==> src/sv/prime_count_in_range_defines.svh <==
// ---------------------------------------------------------------------------
// prime_count_in_range_defines.svh
// Assertion macros for the prime counter top level
// ---------------------------------------------------------------------------
`ifndef PRIME_COUNT_IN_RANGE_DEFINES_SVH
`define PRIME_COUNT_IN_RANGE_DEFINES_SVH

// same-cycle implication, disabled during reset
`define PCIR_ASSERT_NOW(lbl, pre, post, msg) \
  lbl: assert property (@(posedge clk) disable iff (rst) (pre) |-> (post)) else $error(msg);

// next-cycle implication, disabled during reset
`define PCIR_ASSERT_NEXT(lbl, pre, post, msg) \
  lbl: assert property (@(posedge clk) disable iff (rst) (pre) |=> (post)) else $error(msg);

`endif

==> src/sv/pcir_pkg.sv <==
// ---------------------------------------------------------------------------
// pcir_pkg
// Shared types and constants of the prime counter
// ---------------------------------------------------------------------------
`timescale 1ns / 1ps

package pcir_pkg;

  // fixed widths of the channel fields
  localparam int FIELD_W = 16;
  localparam int CNT_W   = 16;

  // controller states
  typedef enum logic [2:0] {
    S_IDLE,
    S_CAND,
    S_TEST,
    S_DIV,
    S_FINISH
  } state_t;

  // controller to datapath commands
  typedef struct packed {
    logic load;        // capture range, clear count
    logic div_init;    // first divisor two, square four
    logic div_start;   // launch remainder of candidate by divisor
    logic div_next;    // step to next divisor
    logic cand_next;   // step to next candidate
    logic count_inc;   // current candidate is prime
    logic result_load; // move count into output register
  } cmd_t;

  // datapath to controller status
  typedef struct packed {
    logic cand_done;   // candidate reached range end
    logic cand_small;  // candidate is zero or one
    logic sq_gt;       // divisor squared exceeds candidate
    logic div_busy;    // remainder unit running
    logic div_done;    // remainder ready this cycle
    logic rem_zero;    // remainder is zero
    logic out_free;    // output register can take a result
  } status_t;

endpackage

==> src/sv/pcir_in_if.sv <==
// ---------------------------------------------------------------------------
// pcir_in_if
// Range request channel: valid/ready with start and end of the range
// ---------------------------------------------------------------------------
`timescale 1ns / 1ps

interface pcir_in_if import pcir_pkg::*; ();
  logic               valid;
  logic               ready;
  logic [FIELD_W-1:0] range_start;
  logic [FIELD_W-1:0] range_end;

  modport source (output valid, output range_start, output range_end, input ready);
  modport sink   (input valid, input range_start, input range_end, output ready);
endinterface

==> src/sv/pcir_out_if.sv <==
// ---------------------------------------------------------------------------
// pcir_out_if
// Count response channel: valid/ready with the prime count
// ---------------------------------------------------------------------------
`timescale 1ns / 1ps

interface pcir_out_if import pcir_pkg::*; ();
  logic             valid;
  logic             ready;
  logic [CNT_W-1:0] prime_count;

  modport source (output valid, output prime_count, input ready);
  modport sink   (input valid, input prime_count, output ready);
endinterface

==> src/sv/pcir_rem.sv <==
// ---------------------------------------------------------------------------
// pcir_rem
// Bit-serial restoring remainder unit, one dividend bit per cycle
// ---------------------------------------------------------------------------
`timescale 1ns / 1ps

module pcir_rem #(
  parameter int OP_W = 16
) (
  input  logic            clk,
  input  logic            rst,
  input  logic            start,
  input  logic [OP_W-1:0] dividend,
  input  logic [OP_W-1:0] divisor,
  output logic            busy,
  output logic            done,
  output logic            rem_zero
);

  localparam int CW = (OP_W > 1) ? $clog2(OP_W) : 1;

  logic [CW-1:0]   cnt;
  logic [OP_W-1:0] rem;
  logic [OP_W-1:0] dvd;
  logic [OP_W-1:0] dsr;
  logic [OP_W:0]   trial;
  logic [OP_W:0]   diff;
  logic [OP_W-1:0] rem_next;

  // shift in next dividend bit and conditionally subtract
  always_comb begin
    trial = {rem, dvd[OP_W-1]};
    diff  = trial - {1'b0, dsr};
    if (trial >= {1'b0, dsr}) begin
      rem_next = diff[OP_W-1:0];
    end else begin
      rem_next = trial[OP_W-1:0];
    end
  end

  // control flags
  always_ff @(posedge clk) begin
    if (rst) begin
      busy <= 1'b0;
      done <= 1'b0;
    end else if (start) begin
      busy <= 1'b1;
      done <= 1'b0;
    end else if (busy && (cnt == CW'(OP_W - 1))) begin
      busy <= 1'b0;
      done <= 1'b1;
    end else begin
      done <= 1'b0;
    end
  end

  // operand and partial remainder registers
  always_ff @(posedge clk) begin
    if (start) begin
      cnt <= '0;
      rem <= '0;
      dvd <= dividend;
      dsr <= divisor;
    end else if (busy) begin
      cnt <= cnt + CW'(1);
      rem <= rem_next;
      dvd <= {dvd[OP_W-2:0], 1'b0};
    end
  end

  assign rem_zero = (rem == '0);

endmodule

==> src/sv/pcir_dp.sv <==
// ---------------------------------------------------------------------------
// pcir_dp
// Datapath: candidate, divisor, running square, count and output register
// ---------------------------------------------------------------------------
`timescale 1ns / 1ps

module pcir_dp import pcir_pkg::*; #(
  parameter int VALUE_WIDTH = 16
) (
  input  logic               clk,
  input  logic               rst,
  input  cmd_t               cmd,
  output status_t            status,
  input  logic [FIELD_W-1:0] range_start,
  input  logic [FIELD_W-1:0] range_end,
  input  logic               rsp_ready,
  output logic               rsp_valid,
  output logic [CNT_W-1:0]   prime_count
);

  localparam int OP_W = (VALUE_WIDTH < FIELD_W) ? VALUE_WIDTH : FIELD_W;
  localparam int SQ_W = 2 * OP_W;

  logic [OP_W-1:0]  cand;
  logic [OP_W-1:0]  limit;
  logic [OP_W-1:0]  div;
  logic [SQ_W-1:0]  sq;
  logic [CNT_W-1:0] count;
  logic [CNT_W-1:0] result;
  logic             out_valid;
  logic             div_busy;
  logic             div_done;
  logic             rem_zero;

  // candidate walk and count
  always_ff @(posedge clk) begin
    if (cmd.load) begin
      cand  <= range_start[OP_W-1:0];
      limit <= range_end[OP_W-1:0];
      count <= '0;
    end else begin
      if (cmd.cand_next) begin
        cand <= cand + OP_W'(1);
      end
      if (cmd.count_inc) begin
        count <= count + CNT_W'(1);
      end
    end
  end

  // divisor and its square, (d+1)^2 = d^2 + 2d + 1
  always_ff @(posedge clk) begin
    if (cmd.div_init) begin
      div <= OP_W'(2);
      sq  <= SQ_W'(4);
    end else if (cmd.div_next) begin
      div <= div + OP_W'(1);
      sq  <= sq + SQ_W'({div, 1'b1});
    end
  end

  pcir_rem #(
    .OP_W (OP_W)
  ) u_rem (
    .clk      (clk),
    .rst      (rst),
    .start    (cmd.div_start),
    .dividend (cand),
    .divisor  (div),
    .busy     (div_busy),
    .done     (div_done),
    .rem_zero (rem_zero)
  );

  // output register
  always_ff @(posedge clk) begin
    if (rst) begin
      out_valid <= 1'b0;
    end else if (cmd.result_load) begin
      out_valid <= 1'b1;
    end else if (rsp_ready) begin
      out_valid <= 1'b0;
    end
  end

  always_ff @(posedge clk) begin
    if (cmd.result_load) begin
      result <= count;
    end
  end

  assign rsp_valid   = out_valid;
  assign prime_count = result;

  // status toward the controller
  always_comb begin
    status.cand_done  = (cand >= limit);
    status.cand_small = (cand < OP_W'(2));
    status.sq_gt      = (sq > SQ_W'(cand));
    status.div_busy   = div_busy;
    status.div_done   = div_done;
    status.rem_zero   = rem_zero;
    status.out_free   = !out_valid || rsp_ready;
  end

endmodule

==> src/sv/pcir_ctrl.sv <==
// ---------------------------------------------------------------------------
// pcir_ctrl
// Controller: walks candidates and divisors, sequences the remainder unit
// ---------------------------------------------------------------------------
`timescale 1ns / 1ps

module pcir_ctrl import pcir_pkg::*; (
  input  logic    clk,
  input  logic    rst,
  input  logic    req_valid,
  output logic    req_ready,
  input  status_t status,
  output cmd_t    cmd
);

  state_t state;
  state_t state_next;

  // state register
  always_ff @(posedge clk) begin
    if (rst) begin
      state <= S_IDLE;
    end else begin
      state <= state_next;
    end
  end

  // next state
  always_comb begin
    state_next = state;
    unique case (state)
      S_IDLE: begin
        if (req_valid) state_next = S_CAND;
      end
      S_CAND: begin
        if (status.cand_done) begin
          state_next = S_FINISH;
        end else if (!status.cand_small) begin
          state_next = S_TEST;
        end
      end
      S_TEST: begin
        if (!status.sq_gt) state_next = S_DIV;
        else state_next = S_CAND;
      end
      S_DIV: begin
        if (status.div_done) begin
          if (status.rem_zero) state_next = S_CAND;
          else state_next = S_TEST;
        end
      end
      S_FINISH: begin
        if (status.out_free) state_next = S_IDLE;
      end
      default: state_next = S_IDLE;
    endcase
  end

  // outputs
  always_comb begin
    cmd       = '0;
    req_ready = 1'b0;
    unique case (state)
      S_IDLE: begin
        req_ready = 1'b1;
        cmd.load  = req_valid;
      end
      S_CAND: begin
        // zero and one are skipped, others start at divisor two
        if (!status.cand_done) begin
          if (status.cand_small) cmd.cand_next = 1'b1;
          else cmd.div_init = 1'b1;
        end
      end
      S_TEST: begin
        // no divisor up to the square root: prime
        if (status.sq_gt) begin
          cmd.count_inc = 1'b1;
          cmd.cand_next = 1'b1;
        end else begin
          cmd.div_start = 1'b1;
        end
      end
      S_DIV: begin
        if (status.div_done) begin
          if (status.rem_zero) cmd.cand_next = 1'b1;
          else cmd.div_next = 1'b1;
        end
      end
      S_FINISH: begin
        cmd.result_load = status.out_free;
      end
      default: begin
        cmd = '0;
      end
    endcase
  end

endmodule

==> src/sv/prime_count_in_range.sv <==
// ---------------------------------------------------------------------------
// prime_count_in_range
// Counts primes in a half-open range by trial division
// ---------------------------------------------------------------------------
// channel  dir  handshake    payload
// req      in   valid/ready  range_start[15:0], range_end[15:0]
// rsp      out  valid/ready  prime_count[15:0]
//
// one range at a time; W = min(VALUE_WIDTH, 16)
// each candidate of two or more is tried against divisors from two up, each
//   divisor taking a test step and a run of the bit-serial remainder unit,
//   until one divides it or its square exceeds the candidate
// a finished count stalls while the previous one is unread; a result waits
//   in the output register while the next range is taken
// reset is synchronous and clears the controller state and the valid, busy and done flags only
// ---------------------------------------------------------------------------
`timescale 1ns / 1ps

`include "prime_count_in_range_defines.svh"

module prime_count_in_range import pcir_pkg::*; #(
  parameter int VALUE_WIDTH = 16
) (
  input  logic     clk,
  input  logic     rst,
  pcir_in_if.sink  req,
  pcir_out_if.source rsp
);

  cmd_t    cmd;
  status_t status;

  // sequencer
  pcir_ctrl u_ctrl (
    .clk       (clk),
    .rst       (rst),
    .req_valid (req.valid),
    .req_ready (req.ready),
    .status    (status),
    .cmd       (cmd)
  );

  // datapath
  pcir_dp #(
    .VALUE_WIDTH (VALUE_WIDTH)
  ) u_dp (
    .clk         (clk),
    .rst         (rst),
    .cmd         (cmd),
    .status      (status),
    .range_start (req.range_start),
    .range_end   (req.range_end),
    .rsp_ready   (rsp.ready),
    .rsp_valid   (rsp.valid),
    .prime_count (rsp.prime_count)
  );

  // checks
  `PCIR_ASSERT_NOW(a_accept_div_idle, req.valid && req.ready, !status.div_busy, "accept while busy")
  `PCIR_ASSERT_NOW(a_no_restart, cmd.div_start, !status.div_busy, "remainder restarted while busy")
  `PCIR_ASSERT_NOW(a_no_overwrite, cmd.result_load, !rsp.valid || rsp.ready, "result overwritten")
  `PCIR_ASSERT_NEXT(a_result_shown, cmd.result_load, rsp.valid, "loaded result not presented")

endmodule

==> src/flat_wrapper.sv <==
// flat-port wrapper written by rule: the top's interface ports become plain ports
module prime_count_in_range_flat import pcir_pkg::*;
#(
  parameter int VALUE_WIDTH = 16
)
  (clk, rst, req_valid, req_range_start, req_range_end, req_ready, rsp_valid, rsp_prime_count, rsp_ready);
  pcir_in_if req_i ();
  pcir_out_if rsp_i ();
  input  logic clk;
  input  logic rst;
  input wire logic [$bits(req_i.valid)-1:0] req_valid;
  input wire logic [$bits(req_i.range_start)-1:0] req_range_start;
  input wire logic [$bits(req_i.range_end)-1:0] req_range_end;
  output wire logic [$bits(req_i.ready)-1:0] req_ready;
  output wire logic [$bits(rsp_i.valid)-1:0] rsp_valid;
  output wire logic [$bits(rsp_i.prime_count)-1:0] rsp_prime_count;
  input wire logic [$bits(rsp_i.ready)-1:0] rsp_ready;
  assign req_i.valid = req_valid;
  assign req_i.range_start = req_range_start;
  assign req_i.range_end = req_range_end;
  assign req_ready = req_i.ready;
  assign rsp_valid = rsp_i.valid;
  assign rsp_prime_count = rsp_i.prime_count;
  assign rsp_i.ready = rsp_ready;
  prime_count_in_range #(.VALUE_WIDTH(VALUE_WIDTH)) u_core (.clk(clk), .rst(rst), .req(req_i), .rsp(rsp_i));
endmodule
==> config.mk <==
export PLATFORM = sky130hd
export DESIGN_NAME = prime_count_in_range_flat
export DESIGN_NICKNAME = d
export VERILOG_FILES = /design/src/sv/pcir_pkg.sv /design/src/sv/pcir_in_if.sv /design/src/sv/pcir_out_if.sv /design/src/sv/pcir_rem.sv /design/src/sv/pcir_dp.sv /design/src/sv/pcir_ctrl.sv /design/src/sv/prime_count_in_range.sv /design/src/flat_wrapper.sv
export VERILOG_INCLUDE_DIRS = /design/src /design/src/sv
export SDC_FILE = /design/constraint.sdc
export NUM_CORES = 1
export LEC_CHECK = 0
export BUFFER_PORTS_ARGS = -buffer_cell sky130_fd_sc_hd__buf_2
export CAP_MARGIN = 20
export CORE_MARGIN = 10
export CORE_UTILIZATION = 35
export DETAILED_ROUTE_END_ITERATION = 12
export GPL_TIMING_DRIVEN = 0
export SYNTH_ARGS = -nofsm -noshare
export SYNTH_HDL_FRONTEND = slang
export SYNTH_SLANG_ARGS = --single-unit
==> constraint.sdc <==
create_clock -name clk -period 3.85 [get_ports clk]
set_input_delay 0.9625 -clock clk [delete_from_list [all_inputs] [get_ports clk]]
set_output_delay 0.9625 -clock clk [all_outputs]
set_load 0.02 [all_outputs]
==> out/results.ini <==
[routing]
via_count = 7440
vias_per_cell = 5.23
wl_um = 22300
drcViolationCount = 0
antenna_left = 0
first_iter_violations = 530
dr.pass1.iters = 5
wire_per_inst_um = 15.7

[cells_and_area]
layout_common_cells = nor2_1, dfxtp_1, nand2_1, edfxtp_1, inv_1
final_common_cell = nor2_1
area_delta_synth_final_pct = 14.0
antennaDiodeCount = 0
layout.nets = 1174
fin_area_um2 = 10900
drive_gt1_frac = 0.132
n_fill_cell = 2699

[yosys]
synth-seq-area-share = 0.441
syn_avg_cell_area_um2 = 9.61
postSynthCellCount = 993
yosys_warnings = 0
synth_enable_flop_cells = 80
synth-async-reset-ratio = 0
synthFlopType = dfxtp_1
ys_types = 65
synth-seq-cells = 170
syn_area_um2 = 9540
synth_fp_nets = 1099

[worst_setup_path]
critical_path_peak_fanout = 16
rr_startpoint = u_core.u_dp.cand[0]
crit_chain = inv_1, ha_1, nand2b_1, a2111oi_0, or4_1, a31oi_1, nor4_1, a211oi_1, nand2_1
path_depth = 9
crit_required_ns = 3.92
rr_endpoint = u_core.u_dp.cand[1]
path_class = reg2reg
critPathTopFamily = simple AND/OR/NAND/NOR gates
crit_path_max_incr_delay_ns = 0.69
worstSetupStartpoint = u_core.u_dp.cand[0]
critPathBufInv = 1
cp.arrival_ns = 3.64
r2r_cells = 9
r2r_slack_ns = 0.28
crit_slowest_cell = nor4_1
critPathCapture = u_core.u_dp.cand[1]
crit_path_end_kind = flop
startpoint_type = flop

[sta]
setup_tns_ns = 0
period_share = 0.927
setup_viol = 0
maxSlewViolCount = 0
finalClockSkew_ns = 0.0163
tightest_slew_ns = 1.03
fmaxAchievable_mhz = 280
hold_viol = 0
rsz0062_at_grt = no
min_period_ns = 3.57
slew-limit-headroom = 0.305

[floorplanning]
rows = 60
die_w_um = 185
initial_core_util = 0.355
io_pins = 54
core-area_um2 = 26900
die_y_um = 185
die_area_um2 = 34300

[hold_path]
hold_path.class = reg2reg

[clocking]
clockBufferDepth = 2
clock-sinks = 170
path_clk_slew_ns = 0.07
cts_buffers = 17
clk_latency_ns = 0.44
root_buffer = clkbuf_16
holdBufCountCts = 0
cts_tree = built
htreeDepth = 4

[placed_design]
placed_area_um2 = 10300
portBuffers = 53
dpl.hpwl_um = 16600
gp_congestion = 0.848

[power_and_ir_drop]
worst_ir_drop_vdd_v = 0.000336
p_per_area_nw_per_um2 = 543
p_leak_nw = 4.35

[grt]
grt_pass1_vias = 7289
track_usage = 0.134
antenna_found_initial = 0
grt_first_pass_wirelength_um = 37000
grt_max_degree = 19
overflow = 0

[outcome]
outcome = completed

[flow_run]
drv_cap = 0

## worst min path at each step
stage | start | endpoint | slack (ns) | cells after the start
finish | u_core.u_dp.count[15] | u_core.u_dp.prime_count[15] | 0.46 | 0
global route | u_core.u_dp.count[15] | u_core.u_dp.prime_count[15] | 0.48 | 0
CTS | u_core.u_dp.count[15] | u_core.u_dp.prime_count[15] | 0.46 | 0
detailed placement | u_core.u_dp.count[15] | u_core.u_dp.prime_count[15] | 0.44 | 0
global placement | u_core.u_dp.count[15] | u_core.u_dp.prime_count[15] | 0.44 | 0
floorplan | u_core.u_dp.count[15] | u_core.u_dp.prime_count[15] | 0.43 | 0
## area by class of cell
type,count,area (um2),area share
plain buffers,34,154,0.0141
multi-input cells,719,4930,0.453
well taps,341,427,0.0392
flip-flops and latches,170,4200,0.386
inverters,70,263,0.0242
repair buffers,56,303,0.0278
clock buffers,18,450,0.0414
clock inverters,14,148,0.0136
## power breakdown
group          internal, mW  switching, mW  leakage, nW  total (mW)
Combinational         0.819           1.03         2.57        1.85
Sequential             2.12          0.200         1.50        2.32
Clock                 0.901          0.827        0.287        1.73
## through the flow
stage | cells | total power, mW | util | setup WS, ns | hold WS, ns
detailed placement | 1390 | 4.21 | 0.382 | 0.0959 | 0.444
global route | 1422 | 6.29 | 0.405 | 0.0479 | 0.483
CTS | 1422 | 5.95 | 0.404 | 0.0812 | 0.463
floorplan | 993 | 3.78 | - | 0.867 | 0.428
finish | 1422 | 5.91 | 0.405 | 0.281 | 0.463
global placement | 1387 | 4.18 | 0.381 | 0.0432 | 0.440
## metal layers
layer  vias up  global-route usage  share of wire
met5         -                   0              0
met3        20              0.0298          0.042
met2       141               0.218           0.46
met1      3506               0.172           0.48
met4         0              0.0390          0.013
li1       3773                   -              -
## cells in the mapped netlist, types with 3 or more instances
| cell type | n | area, um2 |
|---|---|---|
| nand2b_1 | 4 | 25.0 |
| and2_1 | 3 | 18.8 |
| nand3b_1 | 5 | 37.5 |
| mux2_2 | 23 | 259 |
| or2_2 | 5 | 31.3 |
| clkbuf_1 | 23 | 86.3 |
| xor2_1 | 36 | 315 |
| and4_1 | 7 | 61.3 |
| nor3_1 | 24 | 120 |
| o21bai_1 | 6 | 45.0 |
| and3_1 | 15 | 93.8 |
| dfxtp_1 | 90 | 1800 |
| inv_1 | 70 | 263 |
| nand4_1 | 32 | 200 |
| a21o_1 | 10 | 75.1 |
| o21ai_0 | 45 | 225 |
| or4_1 | 5 | 37.5 |
| nand3_1 | 28 | 140 |
| o211ai_1 | 4 | 30.0 |
| o21a_1 | 6 | 45.0 |
| a21oi_1 | 52 | 260 |
| a211oi_2 | 9 | 113 |
| buf_1 | 3 | 11.3 |
| buf_2 | 5 | 25.0 |
| edfxtp_1 | 80 | 2400 |
| ha_1 | 68 | 851 |
| mux2i_1 | 18 | 180 |
| nor4_1 | 15 | 93.8 |
| a211oi_1 | 20 | 150 |
| nor2b_1 | 13 | 81.3 |
| nand2_1 | 84 | 315 |
| a31oi_1 | 11 | 68.8 |
| nor2_1 | 96 | 360 |
| xnor2_1 | 29 | 254 |
| or3_1 | 8 | 50.1 |
## worst reg2reg max path, stage by stage (launching register included)
cell and delay (ns):
edfxtp_1 0.50, inv_1 0.13, ha_1 0.30, nand2b_1 0.13, a2111oi_0 0.35, or4_1 0.20
a31oi_1 0.21, nor4_1 0.69, a211oi_1 0.11, nand2_1 0.58
## logic make-up after synthesis
logic type / count (synthesis) / share of synthesized area
xor+xnor: 65 / 0.0597
compound gates: 190 / 0.133
simple gates: 353 / 0.183
flops: 170 / 0.441
mux: 41 / 0.0460
buf+inv: 104 / 0.0435
fa+ha+maj: 70 / 0.0934
## sequential cells by signal (all words and copies together), names as in the netlist
name	cells
u_core.u_dp.u_rem.rem	16
u_core.u_dp.cand	16
u_core.u_dp.div	16
u_core.u_dp.u_rem.busy	1
u_core.u_ctrl.state	3
u_core.u_dp.u_rem.dsr	16
u_core.u_dp.rsp_valid	1
u_core.u_dp.sq	32
u_core.u_dp.u_rem.cnt	4
u_core.u_dp.u_rem.done	1
u_core.u_dp.count	16
u_core.u_dp.u_rem.dvd	16
u_core.u_dp.limit	16
u_core.u_dp.prime_count	16
## repair_timing
action	CTS	global route
setup buffers	0	0
endpoints found under the setup margin	0	49
gates resized for setup	0	3
No activity file was read; power rests on OpenSTA's default activity.
